**config.mk**
```make
export PLATFORM = sky130hd
export DESIGN_NAME = sata_dma_command_builder
export DESIGN_NICKNAME = d
export VERILOG_FILES = /design/src/hdl/sdcb_pkg.sv /design/src/hdl/sata_dma_command_builder.sv /design/src/hdl/sdcb_sequencer.sv /design/src/hdl/sdcb_datapath.sv
export VERILOG_INCLUDE_DIRS = /design/src /design/src/hdl
export SDC_FILE = /design/constraint.sdc
export NUM_CORES = 1
export LEC_CHECK = 0
export ABC_AREA = 1
export BUFFER_PORTS_ARGS = -buffer_cell sky130_fd_sc_hd__buf_2
export CAP_MARGIN = 20
export CORE_ASPECT_RATIO = 0.7
export CORE_MARGIN = 3
export CORE_UTILIZATION = 45
export DETAILED_ROUTE_END_ITERATION = 10
export HOLD_SLACK_MARGIN = 0.12
export PLACE_DENSITY = 0.7
export SLEW_MARGIN = 20
export SYNTH_ARGS = -nofsm -noshare
export SYNTH_HDL_FRONTEND = slang
export SYNTH_SLANG_ARGS = --single-unit
```
**constraint.sdc**
```tcl
create_clock -name i_clk -period 8.65 [get_ports i_clk]
set_clock_uncertainty 0.2 [all_clocks]
set_input_delay 0.4325 -clock i_clk [delete_from_list [all_inputs] [get_ports i_clk]]
set_output_delay 0.4325 -clock i_clk [all_outputs]
set_load 0.005 [all_outputs]
```
**src/hdl/assert_macros.svh**
```systemverilog
// Assertion helpers shared by the command builder modules.
// Both macros expect a clock named i_clk; SDCB_ASSERT also expects an active-low reset named i_rst_n.
`ifndef ASSERT_MACROS_SVH
`define ASSERT_MACROS_SVH

// Checked only while the block is out of reset.
`define SDCB_ASSERT(lbl, prop, msg) \
    lbl: assert property (@(posedge i_clk) disable iff (!i_rst_n) prop) \
        else $error(msg);

// Checked at every edge, reset included.
`define SDCB_ASSERT_ALWAYS(lbl, prop, msg) \
    lbl: assert property (@(posedge i_clk) prop) \
        else $error(msg);

`endif

```
**src/hdl/sdcb_pkg.sv**
```systemverilog
package sdcb_pkg;

    localparam int SLOT_W  = 5;
    localparam int SCNT_W  = 6;
    localparam int ENT_W   = 4;
    localparam int STEP_W  = 3;
    localparam int KIND_W  = 3;

    // Result kinds.
    localparam logic [KIND_W-1:0] KIND_HDR     = 3'd0;
    localparam logic [KIND_W-1:0] KIND_PRD     = 3'd1;
    localparam logic [KIND_W-1:0] KIND_FIS     = 3'd2;
    localparam logic [KIND_W-1:0] KIND_NO_SLOT = 3'd3;
    localparam logic [KIND_W-1:0] KIND_BAD_CNT = 3'd4;

    // ATA opcodes placed in the H2D FIS.
    localparam logic [7:0] ATA_WRITE_DMA_EXT = 8'h35;
    localparam logic [7:0] ATA_READ_DMA_EXT  = 8'h25;

    // Largest entry count one request may use.
    localparam int ENTRY_CAP = 8;

    // Microprogram step addresses.
    localparam logic [STEP_W-1:0] STEP_IDLE   = 3'd0;
    localparam logic [STEP_W-1:0] STEP_CHECK  = 3'd1;
    localparam logic [STEP_W-1:0] STEP_COUNT  = 3'd2;
    localparam logic [STEP_W-1:0] STEP_HDR    = 3'd3;
    localparam logic [STEP_W-1:0] STEP_PRD    = 3'd4;
    localparam logic [STEP_W-1:0] STEP_FIS    = 3'd5;
    localparam logic [STEP_W-1:0] STEP_E_SLOT = 3'd6;
    localparam logic [STEP_W-1:0] STEP_E_CNT  = 3'd7;

    // Register addresses of the configuration port.
    localparam logic [2:0] ADDR_SLOT_COUNT = 3'd0;

    // Jump conditions of a microword; the jump is taken when the condition holds.
    typedef enum logic [2:0] {
        COND_NEXT      = 3'd0,
        COND_GOTO      = 3'd1,
        COND_NO_INPUT  = 3'd2,
        COND_NO_SLOT   = 3'd3,
        COND_BAD_CNT   = 3'd4,
        COND_MORE_PRD  = 3'd5
    } t_cond;

    typedef struct packed {
        logic              emit;
        logic [KIND_W-1:0] kind;
        logic              last;
        logic              ld_req;
        logic              ld_slot;
        logic              ld_nent;
        logic              prd_adv;
        t_cond             cond;
        logic [STEP_W-1:0] target;
    } t_uword;

    // Control from the sequencer to the datapath, already qualified.
    typedef struct packed {
        logic              emit;
        logic [KIND_W-1:0] kind;
        logic              last;
        logic              ld_req;
        logic              ld_slot;
        logic              ld_nent;
        logic              prd_adv;
    } t_ctl;

    // Status from the datapath back to the sequencer.
    typedef struct packed {
        logic out_free;
        logic no_slot;
        logic bad_cnt;
        logic more_prd;
    } t_flags;

    typedef struct packed {
        logic        cmd;
        logic [4:0]  port_index;
        logic [31:0] lba_low;
        logic [15:0] lba_high;
        logic [15:0] sector_count;
        logic [31:0] buffer_addr;
        logic [31:0] busy_slots;
    } t_in_item;

    typedef struct packed {
        logic [KIND_W-1:0] kind;
        logic [4:0]        port_number;
        logic [SLOT_W-1:0] slot;
        logic              is_write;
        logic [ENT_W-1:0]  prd_entries;
        logic [31:0]       data_addr;
        logic [12:0]       byte_count_minus1;
        logic              irq_on_done;
        logic [7:0]        ata_command;
        logic [47:0]       fis_lba;
        logic [15:0]       fis_count;
        logic              last;
    } t_out_item;

endpackage

```
**src/hdl/sata_dma_command_builder.sv**
```systemverilog
// SATA DMA command builder.
// Input channel (i_in_valid / o_in_stall / i_in_data): one beat is one request
// (read or write, port, 48-bit LBA, sector count, buffer address, busy slots).
// Output channel (o_out_valid / i_out_stall / o_out_data): a request yields a
// header beat, one PRD beat per group of SECTORS_PER_ENTRY sectors and a FIS
// beat carrying the issue slot, or a single error beat when no slot is free or
// the sector count is zero or too large. The final beat carries last.
// The APB port holds slot_count at address 0; write it only while idle.
// A microprogram of eight steps sequences the work: one step to search for a
// slot, one to size the PRD table, then one result beat per step. After
// acceptance the program passes the slot check and the sizing step before the
// header step loads the first result beat into the output register.
// Requests are taken one at a time, only while the program sits in its idle step.
// When the receiver stalls, the output register holds its beat and the
// program waits at its emitting step. Synchronous reset returns the program
// to idle, drops the output beat and sets slot_count to 32.
module sata_dma_command_builder #(
    parameter int MAX_PRD_ENTRIES   = 8,
    parameter int SECTORS_PER_ENTRY = 16
) (
    input  logic                  i_clk,
    input  logic                  i_rst_n,
    // Request channel.
    input  logic                  i_in_valid,
    output logic                  o_in_stall,
    input  sdcb_pkg::t_in_item    i_in_data,
    // Result channel.
    output logic                  o_out_valid,
    input  logic                  i_out_stall,
    output sdcb_pkg::t_out_item   o_out_data,
    // Configuration port.
    input  logic                  psel,
    input  logic                  penable,
    input  logic                  pwrite,
    input  logic [2:0]            paddr,
    input  logic [31:0]           pwdata,
    output logic [31:0]           prdata,
    output logic                  pready
);

    // Number of slots offered for search; values above 32 act as 32.
    logic [sdcb_pkg::SCNT_W-1:0] r_slot_count;
    sdcb_pkg::t_ctl              ctl;
    sdcb_pkg::t_flags            flags;

    // The port never inserts wait states.
    assign pready = 1'b1;

    always_ff @(posedge i_clk) begin
        if (!i_rst_n) begin
            r_slot_count <= 6'd32;
        end else if (psel && penable && pwrite && (paddr == sdcb_pkg::ADDR_SLOT_COUNT)) begin
            r_slot_count <= pwdata[sdcb_pkg::SCNT_W-1:0];
        end
    end

    // Reads of unused addresses return zero.
    assign prdata = (paddr == sdcb_pkg::ADDR_SLOT_COUNT) ? {26'd0, r_slot_count} : 32'd0;

    // The sequencer owns the step counter and control store; it tells the
    // datapath when to capture a request, latch the slot, size the PRD table
    // and push a result beat into the output register.
    sdcb_sequencer u_seq (
        .i_clk      (i_clk),
        .i_rst_n    (i_rst_n),
        .i_in_valid (i_in_valid),
        .i_flags    (flags),
        .o_ctl      (ctl),
        .o_in_stall (o_in_stall)
    );

    // The datapath holds the request, the slot search, the entry stepping
    // and the output register that parts the block from the receiver.
    sdcb_datapath #(
        .MAX_PRD_ENTRIES   (MAX_PRD_ENTRIES),
        .SECTORS_PER_ENTRY (SECTORS_PER_ENTRY)
    ) u_dp (
        .i_clk        (i_clk),
        .i_rst_n      (i_rst_n),
        .i_slot_count (r_slot_count),
        .i_in_data    (i_in_data),
        .i_ctl        (ctl),
        .o_flags      (flags),
        .i_out_stall  (i_out_stall),
        .o_out_valid  (o_out_valid),
        .o_out_data   (o_out_data)
    );

endmodule

```
**src/hdl/sdcb_sequencer.sv**
```systemverilog
`include "assert_macros.svh"

module sdcb_sequencer (
    input  logic              i_clk,
    input  logic              i_rst_n,
    input  logic              i_in_valid,
    input  sdcb_pkg::t_flags  i_flags,
    output sdcb_pkg::t_ctl    o_ctl,
    output logic              o_in_stall
);

    // The control store: one microword per step.
    function automatic sdcb_pkg::t_uword rom(input logic [sdcb_pkg::STEP_W-1:0] addr);
        sdcb_pkg::t_uword w;
        w = '0;
        w.cond = sdcb_pkg::COND_NEXT;
        case (addr)
            sdcb_pkg::STEP_IDLE: begin
                w.ld_req = 1'b1;
                w.cond   = sdcb_pkg::COND_NO_INPUT;
                w.target = sdcb_pkg::STEP_IDLE;
            end
            sdcb_pkg::STEP_CHECK: begin
                w.ld_slot = 1'b1;
                w.cond    = sdcb_pkg::COND_NO_SLOT;
                w.target  = sdcb_pkg::STEP_E_SLOT;
            end
            sdcb_pkg::STEP_COUNT: begin
                w.ld_nent = 1'b1;
                w.cond    = sdcb_pkg::COND_BAD_CNT;
                w.target  = sdcb_pkg::STEP_E_CNT;
            end
            sdcb_pkg::STEP_HDR: begin
                w.emit = 1'b1;
                w.kind = sdcb_pkg::KIND_HDR;
            end
            sdcb_pkg::STEP_PRD: begin
                w.emit    = 1'b1;
                w.kind    = sdcb_pkg::KIND_PRD;
                w.prd_adv = 1'b1;
                w.cond    = sdcb_pkg::COND_MORE_PRD;
                w.target  = sdcb_pkg::STEP_PRD;
            end
            sdcb_pkg::STEP_FIS: begin
                w.emit   = 1'b1;
                w.kind   = sdcb_pkg::KIND_FIS;
                w.last   = 1'b1;
                w.cond   = sdcb_pkg::COND_GOTO;
                w.target = sdcb_pkg::STEP_IDLE;
            end
            sdcb_pkg::STEP_E_SLOT: begin
                w.emit   = 1'b1;
                w.kind   = sdcb_pkg::KIND_NO_SLOT;
                w.last   = 1'b1;
                w.cond   = sdcb_pkg::COND_GOTO;
                w.target = sdcb_pkg::STEP_IDLE;
            end
            sdcb_pkg::STEP_E_CNT: begin
                w.emit   = 1'b1;
                w.kind   = sdcb_pkg::KIND_BAD_CNT;
                w.last   = 1'b1;
                w.cond   = sdcb_pkg::COND_GOTO;
                w.target = sdcb_pkg::STEP_IDLE;
            end
            default: begin
                w.cond   = sdcb_pkg::COND_GOTO;
                w.target = sdcb_pkg::STEP_IDLE;
            end
        endcase
        return w;
    endfunction

    logic [sdcb_pkg::STEP_W-1:0] r_step;
    logic [sdcb_pkg::STEP_W-1:0] n_step;
    sdcb_pkg::t_uword            uw;
    logic                        advance;
    logic                        take_jump;

    assign uw      = rom(r_step);
    assign advance = !uw.emit || i_flags.out_free;

    always_comb begin
        case (uw.cond)
            sdcb_pkg::COND_NEXT:     take_jump = 1'b0;
            sdcb_pkg::COND_GOTO:     take_jump = 1'b1;
            sdcb_pkg::COND_NO_INPUT: take_jump = !i_in_valid;
            sdcb_pkg::COND_NO_SLOT:  take_jump = i_flags.no_slot;
            sdcb_pkg::COND_BAD_CNT:  take_jump = i_flags.bad_cnt;
            sdcb_pkg::COND_MORE_PRD: take_jump = i_flags.more_prd;
            default:                 take_jump = 1'b1;
        endcase
    end

    always_comb begin
        n_step = r_step;
        if (advance) begin
            n_step = take_jump ? uw.target : r_step + 3'd1;
        end
    end

    always_ff @(posedge i_clk) begin
        if (!i_rst_n) begin
            r_step <= sdcb_pkg::STEP_IDLE;
        end else begin
            r_step <= n_step;
        end
    end

    always_comb begin
        o_ctl.emit    = uw.emit && i_flags.out_free;
        o_ctl.kind    = uw.kind;
        o_ctl.last    = uw.last;
        o_ctl.ld_req  = uw.ld_req && i_in_valid;
        o_ctl.ld_slot = uw.ld_slot;
        o_ctl.ld_nent = uw.ld_nent;
        o_ctl.prd_adv = uw.prd_adv && i_flags.out_free;
    end

    // Requests are taken only at the top of the program.
    assign o_in_stall = !uw.ld_req;

    `SDCB_ASSERT_ALWAYS(a_reset_to_idle, !i_rst_n |=> r_step == sdcb_pkg::STEP_IDLE, "program did not restart at reset")
    `SDCB_ASSERT(a_accept_to_check, (r_step == sdcb_pkg::STEP_IDLE && i_in_valid) |=> r_step == sdcb_pkg::STEP_CHECK, "accepted request did not start the slot check")

endmodule

```
**src/hdl/sdcb_datapath.sv**
```systemverilog
`include "assert_macros.svh"

module sdcb_datapath #(
    parameter int MAX_PRD_ENTRIES   = 8,
    parameter int SECTORS_PER_ENTRY = 16
) (
    input  logic                          i_clk,
    input  logic                          i_rst_n,
    input  logic [sdcb_pkg::SCNT_W-1:0]   i_slot_count,
    input  sdcb_pkg::t_in_item            i_in_data,
    input  sdcb_pkg::t_ctl                i_ctl,
    output sdcb_pkg::t_flags              o_flags,
    input  logic                          i_out_stall,
    output logic                          o_out_valid,
    output sdcb_pkg::t_out_item           o_out_data
);

    localparam int          LIMIT     = (MAX_PRD_ENTRIES > sdcb_pkg::ENTRY_CAP) ?
                                        sdcb_pkg::ENTRY_CAP : MAX_PRD_ENTRIES;
    localparam logic [31:0] ADDR_STEP = 32'(SECTORS_PER_ENTRY * 512);
    localparam logic [15:0] SPE       = 16'(SECTORS_PER_ENTRY);
    localparam logic [16:0] MAX_SECS  = 17'(LIMIT * SECTORS_PER_ENTRY);

    sdcb_pkg::t_in_item             r_req;
    logic [sdcb_pkg::SLOT_W-1:0]    r_slot;
    logic [sdcb_pkg::ENT_W-1:0]     r_nent;
    logic [sdcb_pkg::ENT_W-1:0]     r_ent_idx;
    logic [15:0]                    r_rem;
    logic [31:0]                    r_addr;
    logic                           r_out_valid;
    sdcb_pkg::t_out_item            r_out;

    logic [sdcb_pkg::SCNT_W-1:0]    lim_slots;
    logic [31:0]                    free_mask;
    logic [sdcb_pkg::SLOT_W-1:0]    first_free;
    logic [sdcb_pkg::ENT_W-1:0]     nent_calc;
    logic                           bad_cnt;
    logic                           last_ent;
    logic [15:0]                    secs;
    logic [15:0]                    secs_m1;
    logic                           out_free;
    sdcb_pkg::t_out_item            payload;

    // Slot search: lowest clear busy bit among the offered slots.
    assign lim_slots = (i_slot_count > 6'd32) ? 6'd32 : i_slot_count;

    always_comb begin
        for (int i = 0; i < 32; i++) begin
            free_mask[i] = !r_req.busy_slots[i] && (6'(i) < lim_slots);
        end
        first_free = '0;
        for (int i = 31; i >= 0; i--) begin
            if (free_mask[i]) begin
                first_free = 5'(i);
            end
        end
    end

    // Entry count is the number of entry boundaries that lie below the count.
    always_comb begin
        nent_calc = '0;
        for (int k = 0; k < LIMIT; k++) begin
            nent_calc = nent_calc + {3'd0, ({1'b0, r_req.sector_count} >
                                            17'(k * SECTORS_PER_ENTRY))};
        end
    end

    assign bad_cnt  = (r_req.sector_count == 16'd0) ||
                      ({1'b0, r_req.sector_count} > MAX_SECS);
    assign last_ent = (4'(r_ent_idx + 4'd1) == r_nent);
    assign secs     = last_ent ? r_rem : SPE;
    assign secs_m1  = secs - 16'd1;
    assign out_free = !r_out_valid || !i_out_stall;

    always_comb begin
        o_flags.out_free = out_free;
        o_flags.no_slot  = !(|free_mask);
        o_flags.bad_cnt  = bad_cnt;
        o_flags.more_prd = !last_ent;
    end

    always_comb begin
        payload             = '0;
        payload.kind        = i_ctl.kind;
        payload.port_number = r_req.port_index;
        payload.last        = i_ctl.last;
        case (i_ctl.kind)
            sdcb_pkg::KIND_HDR: begin
                payload.slot        = r_slot;
                payload.is_write    = r_req.cmd;
                payload.prd_entries = r_nent;
            end
            sdcb_pkg::KIND_PRD: begin
                payload.slot              = r_slot;
                payload.is_write          = r_req.cmd;
                payload.prd_entries       = r_nent;
                payload.data_addr         = r_addr;
                payload.byte_count_minus1 = {secs_m1[3:0], 9'h1FF};
                payload.irq_on_done       = !r_req.cmd;
            end
            sdcb_pkg::KIND_FIS: begin
                payload.slot        = r_slot;
                payload.is_write    = r_req.cmd;
                payload.prd_entries = r_nent;
                payload.ata_command = r_req.cmd ? sdcb_pkg::ATA_WRITE_DMA_EXT :
                                                  sdcb_pkg::ATA_READ_DMA_EXT;
                payload.fis_lba     = {r_req.lba_high, r_req.lba_low};
                payload.fis_count   = r_req.sector_count;
            end
            default: begin
                payload.kind = i_ctl.kind;
            end
        endcase
    end

    always_ff @(posedge i_clk) begin
        if (i_ctl.ld_req) begin
            r_req <= i_in_data;
        end
        if (i_ctl.ld_slot) begin
            r_slot <= first_free;
        end
        if (i_ctl.ld_nent) begin
            r_nent    <= nent_calc;
            r_ent_idx <= '0;
            r_rem     <= r_req.sector_count;
            r_addr    <= r_req.buffer_addr;
        end else if (i_ctl.prd_adv) begin
            r_ent_idx <= 4'(r_ent_idx + 4'd1);
            r_rem     <= r_rem - SPE;
            r_addr    <= r_addr + ADDR_STEP;
        end
        if (i_ctl.emit) begin
            r_out <= payload;
        end
    end

    always_ff @(posedge i_clk) begin
        if (!i_rst_n) begin
            r_out_valid <= 1'b0;
        end else if (i_ctl.emit) begin
            r_out_valid <= 1'b1;
        end else if (!i_out_stall) begin
            r_out_valid <= 1'b0;
        end
    end

    assign o_out_valid = r_out_valid;
    assign o_out_data  = r_out;

    `SDCB_ASSERT(a_prd_has_sectors, (i_ctl.emit && i_ctl.kind == sdcb_pkg::KIND_PRD) |-> (r_rem != 16'd0 && r_ent_idx < r_nent), "PRD entry emitted past the end of the request")
    `SDCB_ASSERT(a_last_kind, (r_out_valid && r_out.last) |-> (r_out.kind == sdcb_pkg::KIND_FIS || r_out.kind == sdcb_pkg::KIND_NO_SLOT || r_out.kind == sdcb_pkg::KIND_BAD_CNT), "last flag on a non-final result")
    `SDCB_ASSERT(a_no_overwrite, (r_out_valid && i_out_stall) |-> !i_ctl.emit, "stalled result overwritten")

endmodule

```
**Word level (Yosys, flattened, before mapping)**

Cells that the tools add are included.
Widths: inputs -> output; s select.

- Register bits: 342
- Bits of input ports: 176
- Logic and storage cells: 246
- Output and inout port bits: 172

- Add/sub/neg operators: 12
- Mux-type cells: 51
- Equality and inequality tests: 15
- Reductions and logical operators: 94
- $lt $le $gt $ge: 42

Operators by type and width:

| operator | count |
|---|---|
| $lt 5x6->1 const A | 16 |
| $mux 5 | 17 |
| $gt 16x7->1 const B | 4 |
| $mux 32 | 2 |
| $lt 4x6->1 const A | 8 |
| $logic_not 1->1 | 40 |
| $logic_and 1x1->1 | 38 |
| $mux 4 | 9 |
| $add 32x14->32 const B | 1 |
| $gt 16x6->1 const B | 2 |
| $mux 16 | 2 |
| $reduce_or 32->1 | 1 |
| $pmux 6 s5 | 1 |
| $add 4x1->4 | 6 |
| $lt 3x6->1 const A | 4 |
| $pmux 4 s5 | 1 |
| $eq 3x3->1 const B | 6 |
| $gt 16x1->1 const B | 1 |
| $gt 16x5->1 const B | 1 |
| $gt 16x8->1 const B | 1 |
| $logic_not 16->1 | 1 |
| $reduce_or 16->1 | 1 |
| $sub 16x5->16 const B | 1 |
| $eq 3x2->1 const B | 5 |
| 23 further kinds | 45 |

**Longest topological paths before layout**

- Word-level depth: 35
- Depth in mapped cells: 34
- Mapped depth without buffers: 34

**Cells and area by module**

Synthesis repeated with hierarchy kept, for this count alone.

- Cell total of the unflattened synthesis: 1138
- Area total of the unflattened synthesis: 13191.4 um^2

Modules (own cells, without submodules):

| module | cells an instance | seq. area each (um^2) | area each (um^2) | times used |
|---|---|---|---|---|
| sdcb_datapath | 974 | 9168.8 | 12186.7 | 1 |
| sata_dma_command_builder | 84 | 120.1 | 558.0 | 1 |
| sdcb_sequencer | 80 | 60.1 | 446.7 | 1 |

**Least setup slack after synthesis**

OpenSTA, ideal clock, no wires.

- Kind: reg2reg
- Start point: register u_seq.r_step[1] in the netlist's numbering
- End point: register u_dp.r_req, in the netlist u_dp.payload[129], enable pin
- Required time: 7.821 ns
- Slack: 1.536 ns
- Cell stages (with the launch flop): 5
- Library setup time: 0.629 ns
- Arrival: 6.285 ns
- Period minus slack after synthesis: 7.114 ns
- Path buffers: 0
- Path through: dfxtp_1 -> inv_1 -> ha_1 -> nand2_1 -> nor2_1

RTL lines:

| what | RTL line | RTL |
|---|---|---|
| start: declaration | sdcb_sequencer.sv:73 | `logic [sdcb_pkg::STEP_W-1:0] r_step;` |
| start signal: assignment | sdcb_sequencer.sv:103 | `r_step <= sdcb_pkg::STEP_IDLE;` |
| start signal: assignment | sdcb_sequencer.sv:105 | `r_step <= n_step;` |
| end signal: assignment | sdcb_datapath.sv:118 | `r_req <= i_in_data;` |
| end: declaration | sdcb_datapath.sv:24 | `sdcb_pkg::t_in_item r_req;` |

**Final worst setup path**

- Start point: register u_dp.r_req[64] in the netlist's numbering
- End point: register u_dp.r_nent[1] in the netlist's numbering (data pin)

- Longest elaborated chain between the ends: 8
- Elaborated cells between the ends (all ways): 15
- Classes of those cells: add/sub: 7; order compare: 8

Ends and longest elaborated chain:

| what | RTL line | RTL |
|---|---|---|
| $gt 16x1->1 / $gt 16x5->1 (equally long branches) | sdcb_datapath.sv:63 | `nent_calc = nent_calc + {3'd0, ({1'b0, r_req.sector_count} >` |
| $add 1x1->2 | sdcb_datapath.sv:63 |  |
| $add 4x1->4 (5 in a row) | sdcb_datapath.sv:63 |  |
| $add 4x1->4 (*) | sdcb_datapath.sv:63 |  |
| named net u_dp.nent_calc (one bit) | sdcb_datapath.sv:36 | `logic [sdcb_pkg::ENT_W-1:0] nent_calc;` |
| end signal: assignment | sdcb_datapath.sv:124 | `r_nent <= nent_calc;` |
| end: declaration | sdcb_datapath.sv:26 | `logic [sdcb_pkg::ENT_W-1:0] r_nent;` |

The timed path passes the listed nets; every way through them passes the cells marked *.
A chain may end at the register's enable or synchronous reset.

==> out/metrics.csv <==
stage;metric;value;unit
status;status;completed;
critical_path;CP required;8.87;ns
route;drc violations;0;
pwr;cell internal pwr;0.003324;W
logic_synthesis;Avg Synthesized Cell Area;11.99;µm²
clock_network;CTS tree;done;
pwr;Combinational Power Share;23.3;%
pwr;Sw Share;30.05;%
timing;Worst Tran Pin Value;0.9658;ns
clock_network;clock buffer depth;3;
floorplan;die footprint;31000;µm²
logic_synthesis;Synth Instances;1084;
grt;first-pass GRT wire length;48220;µm
timing;final setup violation count;0;
timing;Final Max Slew Viols;0;
final_layout;nets@finish;1718;
clock_network;clk_lat worst skew;0.55;ns
pwr;Clk pwr share;25.9;%
route;Initial DRC Count;490;
route;via-per-instance ratio;4.781;
logic_synthesis;post-synth cell types;49;
floorplan;initial core utilization;46.20;%
logic_synthesis;FFs w/ async S/R, synth;0;%
clock_network;root buf cell;clkbuf_16;
clock_network;total clock sinks;316;
final_layout;Area growth syn-to-layout;31.25;%
clock_network;CTS H-tree depth;1;
critical_path;CP Capture Type;register;
floorplan;Die Span X;209.2;µm
pwr;Leak;7.485;nW
timing;Final Hold Fails;0;
critical_path;Worst R2R Setup Slack;4.71;ns
job;max_cap viols;0;
logic_synthesis;post-synthesis instance area;13000;µm²
floorplan;core area;28140;µm²
logic_synthesis;#FFs+latches synth;316;
floorplan;I/O pins;348;
final_layout;layout cells sized above 1;23.83;%
critical_path;crit start category;register;
placement;GP Congestion;0.9327;
grt;pin count of the biggest net entering global routing;66;
placement;HPWL after DPL;20010;µm
final_layout;commonest non-fill, non-tap cell in the layout;edfxtp_1;
placement;IO Port Bufs;290;
logic_synthesis;Ys Warns;0;
clock_network;Clock Pin Slew Worst Setup and Hold Paths;0.06;ns
timing;crit share post-route;45.51;%
logic_synthesis;ys flop type;edfxtp_1;
timing;unrepaired setup endpoints after global routing;false;
pwr;pwr dens;278.4;nW/µm²
min_path;Hold Path Class;reg -> reg;
critical_path;Setup CP Type;reg -> reg;
timing;Tmin final;3.937;ns
timing;setup TNS;0;ns
floorplan;die height;148.2;µm
grt;gr ovfl total;0;
route;vias;9161;
timing;fmax;254.0;MHz
logic_synthesis;post-synthesis sequential area ratio;71.91;%
route;drt first pass iters;7;
pwr;VDD IR-drop max;0.2176;mV
route;post-route ant nets;0;
clock_network;Post-CTS Setup Bufs;0;
floorplan;row count;51;
final_layout;most frequent cells in the layout;302 x edfxtp_1, 290 x buf_2, 199 x nor2_1, 195 x inv_1, 143 x dlygate4sd3_1;
clock_network;CTS buffer count;29;
critical_path;Worst Path Max Fanout;4;
logic_synthesis;number of synthesized flops with an enable pin;302;
route;drt total wl;31370;µm
grt;vias in the first global route;9093;
critical_path;WP data arrival;4.16;ns
route;average wire per standard cell;16.37;µm
pwr;P_sw;0.001428;W
pwr;register share of total power;50.8;%
final_layout;final core occ;60.64;%
grt;initial antenna violation count;2;
timing;Slew HR;35.45;%
grt;GRT Overall Usage;19.65;%
==> what timing repair did <==
action / 4_1_cts / 5_1_grt
hold endpoints to repair: 142 / 0
setup endpoints to repair: 0 / 0
resized for setup: 0 / 0
hold buffers: 143 / 0
==> sequential cells by signal, indices dropped and copies added, names as in the netlist <==
| signal | flops |
|---|---|
| u_dp.payload | 5 |
| u_dp.o_out_valid | 1 |
| u_seq.r_step | 3 |
| u_dp.r_addr | 32 |
| u_dp.r_req | 129 |
| u_dp.r_nent | 4 |
| u_dp.r_ent_idx | 4 |
| u_dp.r_rem | 4 |
| u_dp.r_slot | 5 |
| u_dp.o_out_data | 123 |
| r_slot_count | 6 |
==> per-stage QoR <==
step	instance area (µm²)	hold WS, ns	setup WS, ns	std cells	power, W
3_5_place_dp	14730	0.2054	4.742	1722	0.003494
6_report	17060	0.2186	4.713	1916	0.004751
2_1_floorplan	13110	0.2003	1.536	1113	0.003098
4_1_cts	17060	0.1791	4.721	1915	0.004783
3_3_place_gp	14730	0.2013	4.812	1722	0.003454
5_1_grt	17060	0.2186	4.441	1916	0.005025
==> power by group through the flow <==
| stage | combinational (W) | clock [W] | sequential (W) |
|---|---|---|---|
| CTS | 0.00111 | 0.00126 | 0.00241 |
| floorplan | 0.000603 | 0 | 0.00250 |
| detailed placement | 0.00106 | 0 | 0.00244 |
| global route | 0.00124 | 0.00133 | 0.00245 |
| global placement | 0.00103 | 0 | 0.00242 |
| finish | 0.00111 | 0.00123 | 0.00241 |
==> layer usage <==
metal,vias up,part of all wire [%],GRT usage (%)
met4,2,3.4,6.323
met5,-,0.041,0
met3,75,9.3,6.346
li1,4369,-,-
met2,400,45,30.99
met1,4315,42,26.12
==> cells in the mapped netlist, types with 3 or more instances <==
library cell	number	area share [%]
edfxtp_1	302	70
dfxtp_1	14	2.2
buf_4	41	2.4
xor2_1	15	1.0
clkbuf_1	17	0.49
inv_1	196	5.7
inv_2	5	0.14
nor2_1	202	5.8
o21ai_0	32	1.2
a21oi_1	26	1.0
o21bai_1	3	0.17
nand3_1	15	0.58
fa_1	4	0.62
nand4_1	3	0.14
a31oi_1	6	0.29
nand2_1	118	3.4
nand2_2	4	0.19
nor3_1	25	0.96
o31ai_1	4	0.23
nor2_4	4	0.35
ha_1	13	1.3
==> worst max-delay path, cell delays in order, from the launching register on <==
cell and delay (ns):
edfxtp_1 0.40, nor4_1 0.44, inv_1 0.15, nor2_1 0.24
nand2_1 0.12, a21oi_1 0.22, fa_1 0.46, fa_1 0.55
inv_1 0.06, fa_1 0.44, inv_1 0.09, fa_1 0.40
inv_1 0.06
==> logic make-up after synthesis <==
logic type	after synthesis	share of synthesized area, %
buffers and inverters	263	8.806
adder cells (fa/ha/maj)	17	1.867
flip-flops	316	71.91
AO/OA/AOI/OAI	86	3.994
AND/OR/NAND/NOR	384	12.29
XOR/XNOR	16	1.078
other	2	0.05776
==> worst paths after layout <==
| check | to | from | cells past startpoint |
|---|---|---|---|
| worst min-delay path | u_dp.o_out_data[130] | u_dp.payload[130] | 0 |
| worst min register to register | u_dp.o_out_data[130] | u_dp.payload[130] | 0 |
| worst max register to register | u_dp.r_nent[1] | u_dp.r_req[64] | 12 |
| worst max-delay path | u_dp.r_nent[1] | u_dp.r_req[64] | 12 |
==> area by class of cell <==
| cell class | count | area, µm² |
|---|---|---|
| clock buffers | 38 | 779.5 |
| diodes | 1 | 2.502 |
| fillers | 2141 | 11080 |
| clock inverters | 12 | 117.6 |
| repair buffers | 441 | 2943 |
| flip-flops and latches | 316 | 9349 |
| multi-input cells | 534 | 2644 |
| well taps | 371 | 464.2 |
| inverters | 203 | 764.5 |
(Power assumes the default switching activity.)
